$ cat src/rtl/jpd_pkg.sv
// jpd_pkg: shared types and constants for the joint packet deframer
// no dependencies; used by jpd_core, jpd_out_stage and joint_packet_deframer
`default_nettype none

package jpd_pkg;

    // protocol characters
    localparam logic [7:0] CH_S = 8'h53;
    localparam logic [7:0] CH_C = 8'h43;
    localparam logic [7:0] CH_R = 8'h52;
    localparam logic [7:0] CH_A = 8'h41;
    localparam logic [7:0] CH_E = 8'h45;
    localparam logic [7:0] CH_Q = 8'h51;

    // packet type codes as reported
    localparam logic [1:0] KIND_S = 2'd0;
    localparam logic [1:0] KIND_C = 2'd1;
    localparam logic [1:0] KIND_R = 2'd2;
    localparam logic [1:0] KIND_A = 2'd3;

    // end status codes
    localparam logic [2:0] ST_OK       = 3'd0;
    localparam logic [2:0] ST_CHECKSUM = 3'd1;
    localparam logic [2:0] ST_NO_FLOW  = 3'd2;
    localparam logic [2:0] ST_BAD_REQ  = 3'd3;
    localparam logic [2:0] ST_ILLEGAL  = 3'd4;

    // header flag bit positions
    localparam int FL_CHECKSUM = 0;
    localparam int FL_GRAN     = 1;
    localparam int FL_PTYPE    = 2;
    localparam int FL_CONT     = 4;

    typedef enum logic [2:0] {
        PH_IDLE    = 3'd0,
        PH_FLAGS   = 3'd1,
        PH_COUNT   = 3'd2,
        PH_PAYLOAD = 3'd3,
        PH_CHECK   = 3'd4,
        PH_REQ_E   = 3'd5,
        PH_REQ_Q   = 3'd6
    } t_phase;

    typedef struct packed {
        logic [7:0] data_byte;
        logic       data_valid;
        logic       data_kind;
        logic       packet_end;
        logic [2:0] status;
        logic [1:0] packet_type;
        logic [4:0] header_flags;
        logic [7:0] entry_count;
        logic [9:0] packet_length;
    } t_result;

endpackage

`default_nettype wire

$ cat src/rtl/jpd_core.sv
// jpd_core: deframing state machine, one received word per accepted cycle
// depends on jpd_pkg for phase type, codes and result struct
`default_nettype none

module jpd_core (
    input  wire logic            i_clk,
    input  wire logic            i_rst_n,
    input  wire logic            i_cfg_we,
    input  wire logic            i_cfg_data,
    input  wire logic            i_accept,
    input  wire logic [7:0]      i_rx_byte,
    output jpd_pkg::t_result     o_result,
    output logic                 o_emit
);

    // payload words of a packet with the given header
    function automatic logic [9:0] payload_total(input logic [1:0] typ,
                                                 input logic [4:0] flg,
                                                 input logic [7:0] cnt);
        logic [1:0] mult;
        begin
            if (typ == jpd_pkg::KIND_A) begin
                mult = 2'd1;
            end else begin
                mult = 2'(1 + 32'(flg[jpd_pkg::FL_PTYPE]) + 32'(flg[jpd_pkg::FL_GRAN]));
            end
            payload_total = 10'(cnt) * 10'(mult);
        end
    endfunction

    function automatic logic [9:0] packet_total(input logic [1:0] typ,
                                                input logic [4:0] flg,
                                                input logic [7:0] cnt);
        logic [9:0] hdr;
        begin
            hdr = (typ == jpd_pkg::KIND_C) ? 10'd1 : 10'd3;
            packet_total = hdr + payload_total(typ, flg, cnt)
                         + 10'(flg[jpd_pkg::FL_CHECKSUM]);
        end
    endfunction

    jpd_pkg::t_phase r_phase, n_phase;
    logic [1:0] r_type, n_type;
    logic [4:0] r_flags, n_flags;
    logic [7:0] r_count, n_count;
    logic [9:0] r_pos, n_pos;
    logic [7:0] r_sum, n_sum;
    logic       r_flow_ck, n_flow_ck;
    logic       r_flow_wide, n_flow_wide;
    logic [7:0] r_flow_cnt, n_flow_cnt;
    logic       r_cont_ok;

    logic       finish;
    logic       emit;
    logic       dv, kind, pend;
    logic [7:0] dbyte;
    logic [2:0] st;
    logic [9:0] len;
    logic [9:0] tot_cur, dlen_cur, pos_inc, tot_new;

    assign tot_cur  = payload_total(r_type, r_flags, r_count);
    assign dlen_cur = 10'(r_count) * 10'(2'(1 + 32'(r_flags[jpd_pkg::FL_PTYPE])));
    assign pos_inc  = r_pos + 10'd1;

    always_comb begin
        n_phase     = r_phase;
        n_type      = r_type;
        n_flags     = r_flags;
        n_count     = r_count;
        n_pos       = r_pos;
        n_sum       = r_sum;
        n_flow_ck   = r_flow_ck;
        n_flow_wide = r_flow_wide;
        n_flow_cnt  = r_flow_cnt;
        finish      = 1'b0;
        emit        = 1'b0;
        dv          = 1'b0;
        kind        = 1'b0;
        pend        = 1'b0;
        dbyte       = 8'd0;
        st          = jpd_pkg::ST_OK;
        len         = 10'd0;
        tot_new     = 10'd0;

        case (r_phase)
            jpd_pkg::PH_FLAGS: begin
                n_sum   = r_sum + i_rx_byte;
                n_flags = i_rx_byte[4:0];
                n_phase = jpd_pkg::PH_COUNT;
            end
            jpd_pkg::PH_COUNT: begin
                n_sum   = r_sum + i_rx_byte;
                n_count = i_rx_byte;
                tot_new = payload_total(n_type, n_flags, n_count);
                if (tot_new != 10'd0) begin
                    n_pos   = 10'd0;
                    n_phase = jpd_pkg::PH_PAYLOAD;
                end else if (n_flags[jpd_pkg::FL_CHECKSUM]) begin
                    n_phase = jpd_pkg::PH_CHECK;
                end else begin
                    emit   = 1'b1;
                    pend   = 1'b1;
                    len    = packet_total(n_type, n_flags, n_count);
                    finish = 1'b1;
                end
            end
            jpd_pkg::PH_PAYLOAD: begin
                n_sum = r_sum + i_rx_byte;
                kind  = (r_type == jpd_pkg::KIND_A)
                     || (r_type == jpd_pkg::KIND_S && r_pos >= dlen_cur);
                n_pos = pos_inc;
                emit  = 1'b1;
                dv    = 1'b1;
                dbyte = i_rx_byte;
                if (pos_inc >= tot_cur) begin
                    if (r_flags[jpd_pkg::FL_CHECKSUM]) begin
                        n_phase = jpd_pkg::PH_CHECK;
                    end else begin
                        pend   = 1'b1;
                        len    = packet_total(r_type, r_flags, r_count);
                        finish = 1'b1;
                    end
                end
            end
            jpd_pkg::PH_CHECK: begin
                emit = 1'b1;
                pend = 1'b1;
                if (i_rx_byte != r_sum) begin
                    st      = jpd_pkg::ST_CHECKSUM;
                    n_phase = jpd_pkg::PH_IDLE;
                end else begin
                    len    = packet_total(r_type, r_flags, r_count);
                    finish = 1'b1;
                end
            end
            jpd_pkg::PH_REQ_E: begin
                n_sum = r_sum + i_rx_byte;
                if (i_rx_byte != jpd_pkg::CH_E) begin
                    emit    = 1'b1;
                    pend    = 1'b1;
                    st      = jpd_pkg::ST_BAD_REQ;
                    n_phase = jpd_pkg::PH_IDLE;
                end else begin
                    n_phase = jpd_pkg::PH_REQ_Q;
                end
            end
            jpd_pkg::PH_REQ_Q: begin
                n_sum   = r_sum + i_rx_byte;
                n_phase = jpd_pkg::PH_IDLE;
                emit    = 1'b1;
                pend    = 1'b1;
                if (i_rx_byte != jpd_pkg::CH_Q) begin
                    st = jpd_pkg::ST_BAD_REQ;
                end else begin
                    len = 10'd3;
                end
            end
            default: begin
                // type word
                n_phase = jpd_pkg::PH_IDLE;
                n_sum   = i_rx_byte;
                n_pos   = 10'd0;
                n_flags = 5'd0;
                n_count = 8'd0;
                if (i_rx_byte == jpd_pkg::CH_S || i_rx_byte == jpd_pkg::CH_A) begin
                    n_type  = (i_rx_byte == jpd_pkg::CH_S) ? jpd_pkg::KIND_S
                                                           : jpd_pkg::KIND_A;
                    n_phase = jpd_pkg::PH_FLAGS;
                end else if (i_rx_byte == jpd_pkg::CH_R) begin
                    n_type  = jpd_pkg::KIND_R;
                    n_phase = jpd_pkg::PH_REQ_E;
                end else if (i_rx_byte == jpd_pkg::CH_C) begin
                    n_type = jpd_pkg::KIND_C;
                    if (!r_cont_ok) begin
                        emit = 1'b1;
                        pend = 1'b1;
                        st   = jpd_pkg::ST_NO_FLOW;
                    end else begin
                        n_flags = {2'b00, r_flow_wide, 1'b0, r_flow_ck};
                        n_count = r_flow_cnt;
                        tot_new = payload_total(n_type, n_flags, n_count);
                        if (tot_new != 10'd0) begin
                            n_phase = jpd_pkg::PH_PAYLOAD;
                        end else if (n_flags[jpd_pkg::FL_CHECKSUM]) begin
                            n_phase = jpd_pkg::PH_CHECK;
                        end else begin
                            emit   = 1'b1;
                            pend   = 1'b1;
                            len    = packet_total(n_type, n_flags, n_count);
                            finish = 1'b1;
                        end
                    end
                end else begin
                    n_type = 2'd0;
                    emit   = 1'b1;
                    pend   = 1'b1;
                    st     = jpd_pkg::ST_ILLEGAL;
                end
            end
        endcase

        // good end: save the agreed flow where the header asks for it
        if (finish) begin
            n_phase = jpd_pkg::PH_IDLE;
            if (n_flags[jpd_pkg::FL_CONT] && (n_type == jpd_pkg::KIND_S
                    || (n_type == jpd_pkg::KIND_A && !n_flags[jpd_pkg::FL_GRAN]))) begin
                n_flow_ck   = n_flags[jpd_pkg::FL_CHECKSUM];
                n_flow_wide = n_flags[jpd_pkg::FL_PTYPE];
                n_flow_cnt  = n_count;
            end
        end
    end

    always_ff @(posedge i_clk) begin
        if (!i_rst_n) begin
            r_phase     <= jpd_pkg::PH_IDLE;
            r_type      <= 2'd0;
            r_flags     <= 5'd0;
            r_count     <= 8'd0;
            r_pos       <= 10'd0;
            r_sum       <= 8'd0;
            r_flow_ck   <= 1'b0;
            r_flow_wide <= 1'b0;
            r_flow_cnt  <= 8'd0;
            r_cont_ok   <= 1'b0;
        end else begin
            if (i_cfg_we) begin
                r_cont_ok <= i_cfg_data;
            end
            if (i_accept) begin
                r_phase     <= n_phase;
                r_type      <= n_type;
                r_flags     <= n_flags;
                r_count     <= n_count;
                r_pos       <= n_pos;
                r_sum       <= n_sum;
                r_flow_ck   <= n_flow_ck;
                r_flow_wide <= n_flow_wide;
                r_flow_cnt  <= n_flow_cnt;
            end
        end
    end

    always_comb begin
        o_result.data_byte     = dbyte;
        o_result.data_valid    = dv;
        o_result.data_kind     = kind;
        o_result.packet_end    = pend;
        o_result.status        = st;
        o_result.packet_type   = n_type;
        o_result.header_flags  = n_flags;
        o_result.entry_count   = n_count;
        o_result.packet_length = len;
    end

    assign o_emit = emit;

endmodule

`default_nettype wire

$ cat src/rtl/jpd_out_stage.sv
// jpd_out_stage: result register between the deframer and the downstream side
// depends on jpd_pkg for the result struct
`default_nettype none

module jpd_out_stage (
    input  wire logic             i_clk,
    input  wire logic             i_rst_n,
    input  wire logic             i_load,
    input  jpd_pkg::t_result      i_result,
    input  wire logic             i_stall,
    output logic                  o_full_stall,
    output logic                  o_valid,
    output jpd_pkg::t_result      o_result
);

    logic             r_valid;
    jpd_pkg::t_result r_result;

    // room when empty or when the held word leaves this cycle
    assign o_full_stall = r_valid && i_stall;

    always_ff @(posedge i_clk) begin
        if (!i_rst_n) begin
            r_valid <= 1'b0;
        end else if (i_load) begin
            r_valid <= 1'b1;
        end else if (!i_stall) begin
            r_valid <= 1'b0;
        end
    end

    always_ff @(posedge i_clk) begin
        if (i_load) begin
            r_result <= i_result;
        end
    end

    assign o_valid  = r_valid;
    assign o_result = r_result;

endmodule

`default_nettype wire

$ cat src/rtl/joint_packet_deframer.sv
// joint_packet_deframer: top level of the joint-control link packet deframer
// depends on jpd_pkg, jpd_core and jpd_out_stage
//
//  channel   dir  handshake                     payload
//  rx        in   i_rx_valid / o_rx_stall       i_rx_byte
//  result    out  o_res_valid / i_res_stall     o_data_* , o_packet_*, o_status,
//                                               o_header_flags, o_entry_count
//  config    in   i_cfg_we (no stall)           i_cfg_data
//
// one received word per clock while o_rx_stall is low; the step logic sits between the state
// registers and the result register, so a result shows in the cycle after its word
// header words that end nothing leave no result
// i_rst_n is synchronous: phase goes idle, flow and config clear
// o_rx_stall rises only while the result register is full and downstream stalls
`default_nettype none

module joint_packet_deframer (
    input  wire logic       i_clk,
    input  wire logic       i_rst_n,
    // configuration
    input  wire logic       i_cfg_we,
    input  wire logic       i_cfg_data,
    // received words
    input  wire logic       i_rx_valid,
    output logic            o_rx_stall,
    input  wire logic [7:0] i_rx_byte,
    // results
    output logic            o_res_valid,
    input  wire logic       i_res_stall,
    output logic [7:0]      o_data_byte,
    output logic            o_data_valid,
    output logic            o_data_kind,
    output logic            o_packet_end,
    output logic [2:0]      o_status,
    output logic [1:0]      o_packet_type,
    output logic [4:0]      o_header_flags,
    output logic [7:0]      o_entry_count,
    output logic [9:0]      o_packet_length
);

    logic             rx_accept;
    logic             core_emit;
    logic             full_stall;
    jpd_pkg::t_result core_result;
    jpd_pkg::t_result out_result;

    // a word is taken whenever the result register has room
    assign o_rx_stall = full_stall;
    assign rx_accept  = i_rx_valid && !full_stall;

    jpd_core u_core (
        .i_clk      (i_clk),
        .i_rst_n    (i_rst_n),
        .i_cfg_we   (i_cfg_we),
        .i_cfg_data (i_cfg_data),
        .i_accept   (rx_accept),
        .i_rx_byte  (i_rx_byte),
        .o_result   (core_result),
        .o_emit     (core_emit)
    );

    jpd_out_stage u_out (
        .i_clk        (i_clk),
        .i_rst_n      (i_rst_n),
        .i_load       (rx_accept && core_emit),
        .i_result     (core_result),
        .i_stall      (i_res_stall),
        .o_full_stall (full_stall),
        .o_valid      (o_res_valid),
        .o_result     (out_result)
    );

    // unpack the held result onto the field ports
    assign o_data_byte     = out_result.data_byte;
    assign o_data_valid    = out_result.data_valid;
    assign o_data_kind     = out_result.data_kind;
    assign o_packet_end    = out_result.packet_end;
    assign o_status        = out_result.status;
    assign o_packet_type   = out_result.packet_type;
    assign o_header_flags  = out_result.header_flags;
    assign o_entry_count   = out_result.entry_count;
    assign o_packet_length = out_result.packet_length;

    // a result that does not end a packet always carries a payload word
    a_mid_has_data: assert property (@(posedge i_clk) disable iff (!i_rst_n)
        (o_res_valid && !o_packet_end) |-> o_data_valid)
        else $error("result without end and without payload word");

    // failed packets report no length
    a_err_no_len: assert property (@(posedge i_clk) disable iff (!i_rst_n)
        (o_res_valid && o_status != jpd_pkg::ST_OK) |-> (o_packet_length == 10'd0))
        else $error("length reported on failed packet");

    // a good request packet is always three words
    a_req_len: assert property (@(posedge i_clk) disable iff (!i_rst_n)
        (o_res_valid && o_packet_end && o_status == jpd_pkg::ST_OK
         && o_packet_type == jpd_pkg::KIND_R) |-> (o_packet_length == 10'd3))
        else $error("request length wrong");

    // upstream is held off only by a full, stalled result register
    a_stall_cause: assert property (@(posedge i_clk) disable iff (!i_rst_n)
        o_rx_stall |-> (o_res_valid && i_res_stall))
        else $error("rx stalled without a pending result");

    // non-payload results carry zero data fields
    a_no_data_zero: assert property (@(posedge i_clk) disable iff (!i_rst_n)
        (o_res_valid && !o_data_valid) |-> (o_data_byte == 8'd0 && !o_data_kind))
        else $error("data fields set without payload word");

endmodule

`default_nettype wire
$ cat config.mk
export PLATFORM = sky130hd
export DESIGN_NAME = joint_packet_deframer
export DESIGN_NICKNAME = d
export VERILOG_FILES = /design/src/rtl/jpd_pkg.sv /design/src/rtl/jpd_core.sv /design/src/rtl/jpd_out_stage.sv /design/src/rtl/joint_packet_deframer.sv
export SDC_FILE = /design/constraint.sdc
export NUM_CORES = 1
export LEC_CHECK = 0
export ABC_CLOCK_PERIOD_IN_PS = 8600
export BUFFER_PORTS_ARGS = -buffer_cell sky130_fd_sc_hd__buf_2
export CAP_MARGIN = 20
export CORE_MARGIN = 10
export CORE_UTILIZATION = 30
export CTS_BUF_LIST = sky130_fd_sc_hd__clkbuf_16
export DETAILED_ROUTE_END_ITERATION = 12
export PLACE_DENSITY = 0.44
export SYNTH_ARGS = -nofsm -noshare
export SYNTH_HDL_FRONTEND = slang
export SYNTH_SLANG_ARGS = --single-unit
export TNS_END_PERCENT = 50
$ cat constraint.sdc
create_clock -name i_clk -period 8.6 [get_ports i_clk]
set_input_delay 1.72 -clock i_clk [delete_from_list [all_inputs] [get_ports i_clk]]
set_output_delay 1.72 -clock i_clk [all_outputs]
set_load 0.05 [all_outputs]
==> impl_results.md <==
- HPWL Detailed: 15.5 mm
- Fin Hold WS: 465 ps
- Ys Warns: 0
- Drt wl/cell: 18.5 µm
- Hold_buf cts: 0
- Synth Register Bits: 87
- End of the critical path: u_out.o_result[1]
- Worst r2r path cells: 18
- Most common cell after layout, fill and taps aside: nand2_1
- Setup crit end kind: flip-flop
- Clk pwr share: 36.3%
- Maximum vdd drop: 0.0797 mV
- Tcrit/Tclk final: 63.0%
- Worst flop-to-flop path endpoint: u_core.r_flow_cnt[6]
- Outcome: completed
- EDFF count, synth: 39
- Initial core utilization: 30.4%
- Area delta synth->final: 12.6%
- # DRC: 0
- Vias in the first global route: 5681
- All-Layer GR Usage: 14.5%
- Die width: 171 µm
- Final setup vio count: 0
- Clock Pin Slew Worst Setup and Hold Paths: 70 ps
- Final worst slack: 3190 ps
- Setup crit start: i_rx_byte[0]
- Main synth FF type: dfxtp_1
- Final slew viol count: 0
- Sequential share of the synthesized area: 31.0%
- Comb power frac: 25.9%
- First-pass GRT wire length: 33.1 mm
- CTS root buffer: clkbuf_16
- Internal power: 0.831 mW
- RSZ-0062 raised after global routing: no
- Dpl ws: 2840 ps
- Async SR Flop Fraction: 0%
- Violation count after the first detailed-route iteration: 359
- Pwr dens: 164 mW/mm²
- Worst setup path class: in -> reg
- Diode count: 0
- Core area: 0.0226 mm²
- Largest fanout on the critical path: 33
- Netlist Area Pre-Place: 0.00689 mm²
- # rows: 55
- CTS tree: done
- Port Buffers: 54
- Vias per cell: 5.09
- Flop2flop setup slack: 3280 ps
- Worst-Skew Late Latency: 370 ps
- Drt total wl: 20.7 mm
- Largest net degree at the start of global routing: 44
- R2R Path Start: u_core.r_flags[2]
- Worst-margin pin slew: 1050 ps
- Psw: 0.440 mW
- GR Util met3: 1.76%
- Yosys cell types: 77
- Fmax: 185 MHz
- CTS Buffer Depth: 2
- DRT Pass-1 Iters: 5
- CP arrival: 5420 ps
- Final ANT Viol Nets: 0
- Syn avg cell area: 8.77 µm²
- Final setup TNS: 0 ps
- Rel. slew slack: 29.9%
- CTS HTree Levels: 3
- Final RePlAce weighted congestion: 0.825
- Top Usage Layer GRT: met2
- Grt total ovfl: 0
- GR Layer Usage met2: 23.3%
- # IOs: 55
- Met1 Usage GRT: 19.8%
- Syn Inst Count: 785
- CP required: 8600 ps
- Crit path launch type: input port
- Synth Net Count: 877
- Overall Power: 1.27 mW
- Die height: 171 µm
- Share of cells above drive strength 1: 12.4%
- Tmin final: 5410 ps
- Net Sw Frac: 34.7%
- Leakage power: 3.11 nW
- CTS resizes: 0
- CTS Buf Count: 9
- Most frequent cells in the layout: 104 x nand2_1, 69 x nor2_1, 60 x ha_1
- Seq pwr share: 37.8%
- # Post-CTS Setup Buffers: 0
- DR vias: 5691
- HP Class: reg -> reg
- Initial antenna violation count: 0
- Final Hold Viols: 0
- Die area: 0.0294 mm²
- Fin nets: 919
- Worst clock skew: 14.7 ps
- Clock sink count: 87
- Max cap viols: 0
cell families (layout without fill, tap and decap cells):
kind of cell | Yosys count | after routing | synth area share (%)
and+or+nand+nor | 338 | 338 | 24.8
AOI/OAI and AO/OA | 149 | 149 | 15.2
DFF | 87 | 87 | 31.0
adders and majority gates | 79 | 79 | 16.3
buffers and inverters | 70 | 117 | 4.42
xor gates and xnor gates | 34 | 34 | 4.32
muxes | 27 | 27 | 3.96
other | 1 | 1 | 0.0545
routing by layer:
metal	routed length, µm	vias to the layer above
li1	-	2867
met1	10100	2698
met2	9570	107
met3	772	19
met4	294	0
met5	0	-
critical path: stages:
cell and delay (ps):
buf_2 330, and2_1 240, ha_1 230, inv_1 70
fa_1 420, xor2_1 170, o21ai_0 150, a2111oi_4 310
nand4_2 240, or3_4 470, nor2b_1 230, a21oi_4 320
buf_4 470
power groups by stage:
stage	Clock, mW	Combinational, mW	Sequential [mW]
5_1_grt	0.490	0.367	0.483
4_1_cts	0.473	0.333	0.481
6_report	0.461	0.329	0.480
2_1_floorplan	0	0.199	0.536
3_5_place_dp	0	0.332	0.490
3_3_place_gp	0	0.332	0.490
metrics by stage:
| stage | instance area, µm² | instances | utilization, % |
|---|---|---|---|
| 2_1_floorplan | 6890 | 785 | - |
| 3_3_place_gp | 7420 | 1101 | 32.8 |
| 3_5_place_dp | 7420 | 1101 | 32.8 |
| 4_1_cts | 7760 | 1117 | 34.3 |
| 5_1_grt | 7760 | 1117 | 34.3 |
| 6_report | 7760 | 1117 | 34.3 |
synth_stat cells, drive strengths merged, types with 5 or more instances:
cell    number  share of area (%)
nand4        8               0.82
dfxtp       48                 14
xnor2       24                3.1
nand2      104                5.7
nor2b        9               0.82
and3         6               0.55
edfxtp      39                 17
nor3b        5               0.55
fa          18                5.2
nand2b      13                1.2
inv         40                2.2
nor3        19                1.6
nor2        69                3.8
mux2i       25                3.6
a211oi       7               0.76
o21ai       33                2.6
o22ai        5               0.45
o31ai        5               0.75
and2        43                3.9
buf          6               0.78
xor2        10                1.3
o21a        11                1.2
nand3       31                2.3
a21oi       24                1.7
a31oi       17                1.8
a22oi       12                1.3
ha          60                 11
clkbuf      23                1.4
a21o         6               0.65
worst min path at each step:
stage / depth (start not counted) / slack [ps] / start / end
detailed placement: 2 / 450 / u_core.r_flags[3] / u_core.r_flags[3]
global route: 2 / 480 / u_core.r_flags[3] / u_core.r_flags[3]
global placement: 2 / 450 / u_core.r_flags[4] / u_core.r_flags[4]
CTS: 2 / 460 / u_core.r_flags[3] / u_core.r_flags[3]
floorplan: 2 / 440 / u_core.r_flags[4] / u_core.r_flags[4]
finish: 2 / 470 / u_core.r_flags[3] / u_core.r_flags[3]
cell type report:
| class | count | area, µm² |
|---|---|---|
| Clock inverter | 7 | 113 |
| Fill cell | 2397 | 14900 |
| Multi-Input combinational cell | 628 | 4460 |
| Tap cell | 285 | 357 |
| Timing Repair Buffer | 60 | 315 |
| Sequential cell | 87 | 2130 |
| Clock buffer | 9 | 225 |
| Inverter | 41 | 154 |
flip-flops by register name (all words and copies together), names as in the netlist:
name	cells
u_core.r_flags	5
u_core.r_count	8
u_core.r_phase	3
u_core.r_flow_wide	1
u_core.r_pos	10
u_out.o_result	39
u_core.r_type	2
u_core.r_cont_ok	1
u_core.r_flow_ck	1
u_core.r_sum	8
u_out.o_valid	1
u_core.r_flow_cnt	8
Note: power is estimated with default switching activity, not from simulation.
